===== config.mk =====
export PLATFORM = sky130hd
export DESIGN_NAME = binary_choice_predictor_unit_flat
export DESIGN_NICKNAME = d
export VERILOG_FILES = /design/src/bcp_pkg.sv /design/src/bcp_if.sv /design/src/binary_choice_predictor_unit.sv /design/src/flat_wrapper.sv
export SDC_FILE = /design/constraint.sdc
export NUM_CORES = 1
export LEC_CHECK = 0
export ABC_AREA = 1
export BUFFER_PORTS_ARGS = -buffer_cell sky130_fd_sc_hd__buf_2
export CAP_MARGIN = 15
export CORE_MARGIN = 2
export CORE_UTILIZATION = 35
export CTS_CLUSTER_DIAMETER = 60
export DETAILED_ROUTE_END_ITERATION = 8
export HOLD_SLACK_MARGIN = 0.12
export PLACE_DENSITY_LB_ADDON = 0.2
export SLEW_MARGIN = 20
export SYNTH_ARGS = -nofsm -noshare
export SYNTH_HDL_FRONTEND = slang
export SYNTH_SLANG_ARGS = --single-unit

===== constraint.sdc =====
create_clock -name clk -period 1.9 [get_ports clk]
set_input_delay 0.19 -clock clk [delete_from_list [all_inputs] [get_ports clk]]
set_output_delay 0.19 -clock clk [all_outputs]
set_load 0.02 [all_outputs]

===== src/bcp_pkg.sv =====
package bcp_pkg;

  // Change code per turn, also the two halves of a table entry
  typedef enum logic [1:0] {
    CODE_SAME   = 2'd0,
    CODE_CHANGE = 2'd1,
    CODE_SHRUG  = 2'd2
  } change_code_t;

  // Outcome of a turn from the player's side
  typedef enum logic [1:0] {
    OUT_LOSE  = 2'd0,
    OUT_WIN   = 2'd1,
    OUT_UNSET = 2'd2
  } outcome_t;

  localparam int unsigned TableDepth = 8;
  localparam int unsigned IdxW       = $clog2(TableDepth);

  // entry layout: [1:0] older code, [3:2] newer code
  typedef logic [3:0] entry_t;
  localparam entry_t EntryReset = {CODE_SHRUG, CODE_SHRUG};

endpackage


===== src/bcp_if.sv =====
// Input channel: one turn per word
interface bcp_in_if;
  logic valid;
  logic ready;
  logic player_bit;
  logic random_bit;

  modport source (output valid, output player_bit, output random_bit, input ready);
  modport sink   (input valid, input player_bit, input random_bit, output ready);
endinterface

// Result channel: one word per turn
interface bcp_out_if;
  logic valid;
  logic ready;
  logic player_won;
  logic next_prediction;
  logic guessed;

  modport source (output valid, output player_won, output next_prediction, output guessed,
                  input ready);
  modport sink   (input valid, input player_won, input next_prediction, input guessed,
                  output ready);
endinterface


===== src/binary_choice_predictor_unit.sv =====
// Binary choice predictor (mind-reading machine). Each word on in_chan is one
// turn: the player's bit and a spare coin flip. The block scores the turn
// against the prediction it holds, classes the turn as same or changed, trains
// an 8-entry history table indexed by (outcome two turns back, last change,
// last outcome) and returns on out_chan whether the player won, the
// prediction for the next turn and whether that prediction is a coin flip.
// Throughput is one word per clock while the output is not stalled; the result
// is loaded into the output register at acceptance. The rate is set by the table
// update and lookup, which share one entry read with a bypass for the case
// where the new context equals the one just trained. in_chan.ready stays high
// while the output register is empty or being drained. cfg_wdata written with
// cfg_we sets the prediction held before the first turn; once play has begun
// a write has no effect on play, and reset clears the held prediction to 0.
module binary_choice_predictor_unit (
  input  logic       clk,
  input  logic       rst_n,
  bcp_in_if.sink     in_chan,
  bcp_out_if.source  out_chan,
  input  logic       cfg_we,
  input  logic       cfg_wdata
);
  import bcp_pkg::*;

  // turn state
  entry_t       tbl_r [TableDepth];
  outcome_t     older_r;
  change_code_t last_change_r;
  outcome_t     last_outcome_r;
  logic         prev_choice_r;
  logic         prev_valid_r;
  logic         cur_pred_r;

  // output register
  logic         out_valid_r;
  logic         out_won_r;
  logic         out_pred_r;
  logic         out_guess_r;

  logic         in_acc;
  logic         choice;
  logic         won;
  change_code_t change;
  logic         old_ok;
  logic         new_ok;
  logic [IdxW-1:0] old_idx;
  logic [IdxW-1:0] new_idx;
  entry_t       look;
  entry_t       look_byp;
  logic         pred_nxt;
  logic         guess_nxt;

  assign in_chan.ready = !out_valid_r || out_chan.ready;
  assign in_acc        = in_chan.valid && in_chan.ready;
  assign choice        = in_chan.player_bit;

  always_comb begin
    won    = choice != cur_pred_r;
    change = (prev_valid_r && choice == prev_choice_r) ? CODE_SAME : CODE_CHANGE;

    // context before this turn: trained only when every part is known
    old_ok  = (older_r == OUT_LOSE || older_r == OUT_WIN) &&
              (last_change_r == CODE_SAME || last_change_r == CODE_CHANGE) &&
              (last_outcome_r == OUT_LOSE || last_outcome_r == OUT_WIN);
    old_idx = {older_r[0], last_change_r[0], last_outcome_r[0]};

    // context after this turn: change and outcome are always known now
    new_ok  = last_outcome_r == OUT_LOSE || last_outcome_r == OUT_WIN;
    new_idx = {last_outcome_r[0], change[0], won};

    look = tbl_r[new_idx];
    // same entry as the one being trained: forward the shifted value
    if (old_ok && old_idx == new_idx) begin
      look_byp = {change, look[3:2]};
    end else begin
      look_byp = look;
    end

    if (new_ok && look_byp[1:0] == look_byp[3:2] && look_byp[1:0] == CODE_SAME) begin
      pred_nxt  = choice;
      guess_nxt = 1'b0;
    end else if (new_ok && look_byp[1:0] == look_byp[3:2] &&
                 look_byp[1:0] == CODE_CHANGE) begin
      pred_nxt  = ~choice;
      guess_nxt = 1'b0;
    end else begin
      pred_nxt  = in_chan.random_bit;
      guess_nxt = 1'b1;
    end
  end

  // history table: each entry shifts in the change when its context is hit
  always_ff @(posedge clk) begin
    for (int i = 0; i < TableDepth; i++) begin
      if (!rst_n) begin
        tbl_r[i] <= EntryReset;
      end else if (in_acc && old_ok && old_idx == IdxW'(i)) begin
        tbl_r[i] <= {change, tbl_r[i][3:2]};
      end
    end
  end

  always_ff @(posedge clk) begin
    if (!rst_n) begin
      older_r        <= OUT_UNSET;
      last_change_r  <= CODE_SHRUG;
      last_outcome_r <= OUT_UNSET;
      prev_choice_r  <= 1'b0;
      prev_valid_r   <= 1'b0;
      cur_pred_r     <= 1'b0;
    end else begin
      if (in_acc) begin
        older_r        <= last_outcome_r;
        last_change_r  <= change;
        last_outcome_r <= won ? OUT_WIN : OUT_LOSE;
        prev_choice_r  <= choice;
        prev_valid_r   <= 1'b1;
        cur_pred_r     <= pred_nxt;
      end else if (cfg_we && !prev_valid_r) begin
        // before the first turn the register also loads the held prediction
        cur_pred_r <= cfg_wdata;
      end
    end
  end

  // output register
  always_ff @(posedge clk) begin
    if (!rst_n) begin
      out_valid_r <= 1'b0;
    end else if (in_acc) begin
      out_valid_r <= 1'b1;
    end else if (out_chan.ready) begin
      out_valid_r <= 1'b0;
    end
  end

  always_ff @(posedge clk) begin
    if (in_acc) begin
      out_won_r   <= won;
      out_pred_r  <= pred_nxt;
      out_guess_r <= guess_nxt;
    end
  end

  assign out_chan.valid           = out_valid_r;
  assign out_chan.player_won      = out_won_r;
  assign out_chan.next_prediction = out_pred_r;
  assign out_chan.guessed         = out_guess_r;

endmodule


===== src/flat_wrapper.sv =====
// flat-port wrapper written by rule: the top's interface ports become plain ports
module binary_choice_predictor_unit_flat import bcp_pkg::*;
  (clk, rst_n, cfg_we, cfg_wdata, in_chan_valid, in_chan_player_bit, in_chan_random_bit, in_chan_ready, out_chan_valid, out_chan_player_won, out_chan_next_prediction, out_chan_guessed, out_chan_ready);
  bcp_in_if in_chan_i ();
  bcp_out_if out_chan_i ();
  input  logic clk;
  input  logic rst_n;
  input  logic cfg_we;
  input  logic cfg_wdata;
  input wire logic [$bits(in_chan_i.valid)-1:0] in_chan_valid;
  input wire logic [$bits(in_chan_i.player_bit)-1:0] in_chan_player_bit;
  input wire logic [$bits(in_chan_i.random_bit)-1:0] in_chan_random_bit;
  output wire logic [$bits(in_chan_i.ready)-1:0] in_chan_ready;
  output wire logic [$bits(out_chan_i.valid)-1:0] out_chan_valid;
  output wire logic [$bits(out_chan_i.player_won)-1:0] out_chan_player_won;
  output wire logic [$bits(out_chan_i.next_prediction)-1:0] out_chan_next_prediction;
  output wire logic [$bits(out_chan_i.guessed)-1:0] out_chan_guessed;
  input wire logic [$bits(out_chan_i.ready)-1:0] out_chan_ready;
  assign in_chan_i.valid = in_chan_valid;
  assign in_chan_i.player_bit = in_chan_player_bit;
  assign in_chan_i.random_bit = in_chan_random_bit;
  assign in_chan_ready = in_chan_i.ready;
  assign out_chan_valid = out_chan_i.valid;
  assign out_chan_player_won = out_chan_i.player_won;
  assign out_chan_next_prediction = out_chan_i.next_prediction;
  assign out_chan_guessed = out_chan_i.guessed;
  assign out_chan_i.ready = out_chan_ready;
  binary_choice_predictor_unit u_core (.clk(clk), .rst_n(rst_n), .in_chan(in_chan_i), .out_chan(out_chan_i), .cfg_we(cfg_we), .cfg_wdata(cfg_wdata));
endmodule

Yosys cells after proc, flatten, opt, wreduce, memory -nomap -nowiden
Memories as Yosys holds them, arrays and structs flattened.
Cells that the tools add are included.
- bitwise logic cells: 9
- reductions and logical operators: 31
- mux-type cells: 43
- equality and inequality tests: 15
- operators by type and width (operator ; count):
    $mux 4 ; 9
    $mux 1 ; 34
    $logic_and 1x1->1 ; 18
    $eq 3x3->1 const B ; 4
    $eq 2x1->1 const B ; 4
    $logic_not 2->1 ; 4
    $or 1x1->1 ; 8
    $eq 3x2->1 const B ; 2
    $logic_or 1x1->1 ; 4
    $reduce_bool 2->1 ; 2
    $eq 3x1->1 const B ; 1
    $eq 3x3->1 ; 1
    $logic_not 3->1 ; 1
    $eq 2x2->1 ; 1
    $logic_not 1->1 ; 2
    $eq 1x1->1 ; 1
    $ne 1x1->1 ; 1
    $not 1->1 ; 1
- bits in registers: 13
- bits of input ports: 8
- memories kept: 1
- bits in writable memories: 32
- word-level logic and storage cells: 109
- memories (name ; depth ; width ; read ports ; clocked after memory_dff ; wr ports ; line ; RTL):
    u_core.tbl_r ; 8 ; 4 ; 9 ; 0 ; 8 ; binary_choice_predictor_unit.sv:25 ; entry_t tbl_r [TableDepth];

Depth between registers and ports, before layout
- word-level depth: 12
- gate-level depth with buffers: 17
- depth with buffers taken out: 16

Worst setup path after synthesis
OpenSTA, ideal clock, no wires.
- path type: register -> register
- start: reg u_core.out_valid_r (netlist: u_core.out_chan.valid)
- end: mem u_core.tbl_r[5][0] in the netlist's numbering, enable pin
- slack: 0.072 ns
- required time: 1.539 ns
- setup time: 0.361 ns
- arrival: 1.467 ns
- stages on the path, launching flop included: 8
- cells stage by stage: dfxtp_1 -> nand2_1 -> nand2_1 -> clkinv_1 -> nand2_1 -> nor2_1 -> inv_1 -> o21ai_0
- RTL lines (element ; line ; RTL):
    start: declaration ; binary_choice_predictor_unit.sv:34 ; logic out_valid_r;
    start signal: assignment ; binary_choice_predictor_unit.sv:128 ; out_valid_r <= 1'b0;
    start signal: assignment ; binary_choice_predictor_unit.sv:130 ; out_valid_r <= 1'b1;
    start signal: assignment ; binary_choice_predictor_unit.sv:132 ; out_valid_r <= 1'b0;
    end: declaration ; binary_choice_predictor_unit.sv:25 ;

Worst setup path after layout
- start: reg u_core.prev_choice_r
- end: reg u_core.cur_pred_r
- word-level cells in the longest chain between the ends: 12
- elaborated cells on any way between the ends: 16
- RTL lines (element ; line ; RTL):
    start: declaration ; binary_choice_predictor_unit.sv:29 ; logic prev_choice_r;
    start signal: assignment ; binary_choice_predictor_unit.sv:115 ; prev_choice_r <= choice;
    $eq 1x1->1 * ; binary_choice_predictor_unit.sv:58 ; change = (prev_valid_r && choice == prev_choice_r) ? CODE_SAME : CODE_CHANGE;
    $logic_and 1x1->1 * ; binary_choice_predictor_unit.sv:58 ;
    $mux 1 * ; binary_choice_predictor_unit.sv:58 ;
    branches (longest 2 deep; another with $mem_v2 8x4) ; -- ;
    $mux 4 * ; binary_choice_predictor_unit.sv:72 ; if (old_ok && old_idx == new_idx) begin
    $eq 2x2->1 ; binary_choice_predictor_unit.sv:78, binary_choice_predictor_unit.sv:81 ;
    $logic_and 1x1->1 ; binary_choice_predictor_unit.sv:78, binary_choice_predictor_unit.sv:81 ;
    $logic_and 1x1->1 ; binary_choice_predictor_unit.sv:81 ; end else if (new_ok && look_byp[1:0] == look_byp[3:2] &&
    $mux 1 ; binary_choice_predictor_unit.sv:81 ;
    $mux 1 * ; binary_choice_predictor_unit.sv:78 ; if (new_ok && look_byp[1:0] == look_byp[3:2] && look_byp[1:0] == CODE_SAME) begin
    $mux 1 * ; binary_choice_predictor_unit.sv:111 ; if (in_acc) begin
    end signal: assignment ; binary_choice_predictor_unit.sv:117 ; cur_pred_r <= pred_nxt;
    end signal: assignment ; binary_choice_predictor_unit.sv:120 ; cur_pred_r <= cfg_wdata;
    end: declaration ; binary_choice_predictor_unit.sv:31 ; logic cur_pred_r;
Mark *: on every way between the ends.
A chain may end at the register's enable or synchronous reset.

==> results by group <==
Logic synthesis
  – Biggest area contributors in the synthesized netlist: edfxtp_1, nand2_1, dfxtp_1
  – Seq cells post-synth: 44
  – Warnings, synthesis: 0
  – Yosys top cell by area: edfxtp_1
  – Number of distinct library cells after synthesis: 22
  – Gate count after technology mapping: between 200 and 300
  – Syn Nets: approximately 280
  – Top cell type's share of synthesized area: approximately 45%
  – Sequential-to-total area share from yosys stat: a little over half
  – Mean post-synth cell area: roughly 8.2 sq um
  – Post-synthesis instance area: around 2300 sq um

Floorplanning
  – Num ports: 13
  – DIE HEIGHT: 84.5 um
  – Die Footprint: between 7000 and 8000 sq um
  – Standard-cell row count: 29
  – Effective utilization at floorplan: between 30 and 40%
  – Die X-Extent: approximately 85 um
  – Core Region: 6310 sq um

Place
  – Number of buffers inserted by port buffering: 12
  – Post-DP HPWL: approximately 3.6 mm
  – Placer congestion estimate: between 0.8 and 0.9
  – Placement Cell Area: approximately 2500 sq um

Worst setup path
  – Biggest cell delay along the critical path: around 0.36 ns
  – Most common cell type on the critical path: nand2_1
  – Crit end category: flip-flop
  – Required @ worst endpoint: just over 2 ns
  – Number of cells traversed by the worst register-to-register path: 16
  – Buf+Inv Stages, Crit Path: 2
  – CP endpoint: u_core.cur_pred_r
  – Cell-by-cell listing of the critical path: inv_2 > nand2_2 > nand2_2 > nor2_4 > buf_12 > nand3_2 > nand2_1 > nand2_1 > nand2_2 > nand3_2 > nand2_1 > nor2_1 > nand2_1 > nand3_1 > nand2_1 > a21oi_2
  – Top Family by Delay on Critical Path: simple AND/OR/NAND/NOR gates
  – Worst-path fanout max: 5
  – Terminus of the critical flop-to-flop path: u_core.cur_pred_r
  – Arr. time, crit path: 1.99 ns
  – Setup CP Type: flip-flop to flip-flop
  – Crit start category: flip-flop
  – R2r setup slk: roughly 0.080 ns
  – Source of the worst register-to-register timing path: u_core.prev_choice_r
  – Worst setup path startpoint: u_core.prev_choice_r
  – Worst-path cell with the longest stage delay: dfxtp_2
  – Logic depth of the worst setup path including buffers: 16

Clock network
  – CTS sink cnt: 44
  – CTS buffer count: 5
  – TritonCTS clock tree: done
  – Number of buffers inserted for hold repair after clock tree synthesis: 0
  – Clock transition time at the flip-flop clock pins of the worst setup and hold paths: approximately 0.08 ns
  – Clk buf depth: 2
  – H-tree depth: 2
  – Root buffer cell: clkbuf_8
  – Latest clock arrival within the worst-skew pair: approximately 0.3 ns

Route
  – DRT iter0 DRCs: 101
  – Pre-antenna DRT Iters: 4
  – Average wire per standard cell: about 15 um
  – Post-route DRC: 0
  – Post-Route WL: ~5.6 mm
  – Via total after detailed routing: 1847
  – Via density per instance: just under 5
  – Number of routed nets with antenna violations: 0

Final layout
  – Area grow syn2layout: 24.8%
  – Commonest non-fill, non-tap cells in the layout: nand2_1, inv_1, edfxtp_1
  – Biggest register: u_core.tbl_r
  – Layout cells sized above 1: approximately 28%
  – Most common cell after layout, fill and taps aside: nand2_1
  – Number of diodes added for antenna fixing: 0
  – Registers with the most flip-flops: u_core.tbl_r: 32 flops, u_core.last_outcome_r: 2 flops, u_core.older_r: 2 flops
  – Filler Cells Inserted: around 660
  – Final design utilization: about 45%
  – Area of all placed cells without fillers: 2830 sq um
  – Final net count: ~310
  – Flip-flop count of the largest register after layout: 32

Power and ir drop
  – Portion of total power attributed to the clock network: between 20% and 30%
  – Internal Dissipation: around 1500 uW
  – Power per Cell Area: 734 nW/um^2
  – Switching fraction of total power: 29.4%
  – Total power: a little over 2000 uW
  – Sequential Power Share: 52.3%
  – P_leak: about 0.0012 uW
  – Proportion of power drawn by combinational gates: between 10% and 20%
  – IR Drop Worst-Case VDD: slightly above 0.0004 V
  – Switching component of the power: just over 600 uW

Timing
  – Final critical-path share of the clock period: 95.8%
  – Post-route worst hold slack: between 0.15 and 0.2 ns
  – Period minus WS final: about 1.8 ns
  – RSZ-0062 raised after global routing: yes
  – Fmax achieved: around 550 MHz
  – Fin Clk Skew: around 0.007 ns
  – Total count of max-transition violations in the final report: 0
  – Hold Vio Cnt, Final: 0
  – Worst slew margin relative to its limit: between 60% and 70%
  – Total setup violations reported at the end of the flow: 0
  – Slew at the pin with the worst max-slew slack: between 0.4 and 0.5 ns

Global routing
  – Pin count of the biggest net entering global routing: 21
  – Vias in the first global route: around 1700
  – Initial antenna violation count: 0
  – Global-route wire length before repair: 8.38 mm
  – Combined global-route utilization of all metal layers: 14.7%
  – Overflow left after global routing: 0

Flow run
  – Count of max-cap constraint violations: 0

Worst hold path
  – Path category of the worst min-delay check: input port to flip-flop

Status
  – Outcome: complete, no violations
-- layout make-up --
| type | instances | area, sq um | area share, % |
|---|---|---|---|
| flip-flops and latches | 44 | 1230 | 43.3 |
| multi-input cells | 182 | 1040 | 36.6 |
| repair buffers | 28 | 228 | 8.05 |
| inverters | 42 | 160 | 5.66 |
| well taps | 77 | 96.3 | 3.40 |
| clock buffers | 6 | 72.6 | 2.56 |
| clock inverters | 2 | 11.3 | 0.398 |
-- worst min path at each step --
stage / startpoint / to / slack [ns] / depth (start not counted)
2_1_floorplan: rst_n / u_core.tbl_r[4][3] / 0.29 / 1
3_3_place_gp: u_core.older_r[1] / u_core.older_r[1] / 0.46 / 2
3_5_place_dp: u_core.tbl_r[4][3] / u_core.tbl_r[4][3] / 0.47 / 2
4_1_cts: in_chan_random_bit / u_core.out_chan.next_prediction / 0.19 / 3
5_1_grt: cfg_we / u_core.cur_pred_r / 0.22 / 4
6_report: cfg_we / u_core.cur_pred_r / 0.19 / 4
-- metrics by stage --
step	setup WS (ns)	cells	TNS [ns]
after floorplan	0.0715	275	0
after global placement	-0.0913	367	-0.169
after detailed placement	-0.0859	367	-0.158
after CTS	0.0148	375	0
after global routing	-0.0640	381	-0.0745
final	0.0797	381	0
-- kinds of logic after synthesis --
family,share of synthesized area (%)
flops,53.8
buf+inv,9.60
compound gates,5.57
simple gates,31.0
-- worst reg2reg max path: stages, from the launching register on --
cell and delay (ns):
dfxtp_2 0.36, inv_2 0.04, nand2_2 0.07, nand2_2 0.06, nor2_4 0.19, buf_12 0.15
nand3_2 0.08, nand2_1 0.09, nand2_1 0.07, nand2_2 0.10, nand3_2 0.09, nand2_1 0.07
nor2_1 0.04, nand2_1 0.08, nand3_1 0.07, nand2_1 0.08, a21oi_2 0.05
-- synth_stat cells --
library cell,instances
nand2_1,67
inv_1,39
nand3_1,35
edfxtp_1,34
nor2_1,29
o21ai_0,13
dfxtp_1,10
a21oi_1,9
nor3_1,7
or2_2,7
clkbuf_1,4
nand2_2,4
nand3_2,4
buf_6,3
inv_2,2
nor2_2,2
a21oi_2,1
buf_1,1
buf_4,1
clkinv_1,1
nand2_4,1
o211ai_1,1
-- metal layers --
layer / up-vias / share of wire, % / GRT usage (%)
met5: - / 0 / 0
met4: 0 / 1.6 / 3.90
met3: 7 / 3.8 / 3.05
met2: 29 / 46 / 23.5
met1: 864 / 48 / 20.4
li1: 947 / - / -
-- power groups by stage --
| stage | clock [uW] | sequential, uW | combinational [uW] |
|---|---|---|---|
| global route | 626 | 1090 | 446 |
| CTS | 594 | 1080 | 310 |
| floorplan | 0 | 1110 | 213 |
| detailed placement | 0 | 1110 | 307 |
| finish | 581 | 1090 | 409 |
| global placement | 0 | 1110 | 308 |
-- repair_timing --
| item | 4_1_cts | 5_1_grt |
|---|---|---|
| setup buffers | 0 | 2 |
| endpoints found under the setup margin | 2 | 2 |
| gates resized for setup | 2 | 43 |
| pin swaps | 0 | 16 |
| gates cloned | 0 | 4 |
No activity file was read; power rests on OpenSTA's default activity.
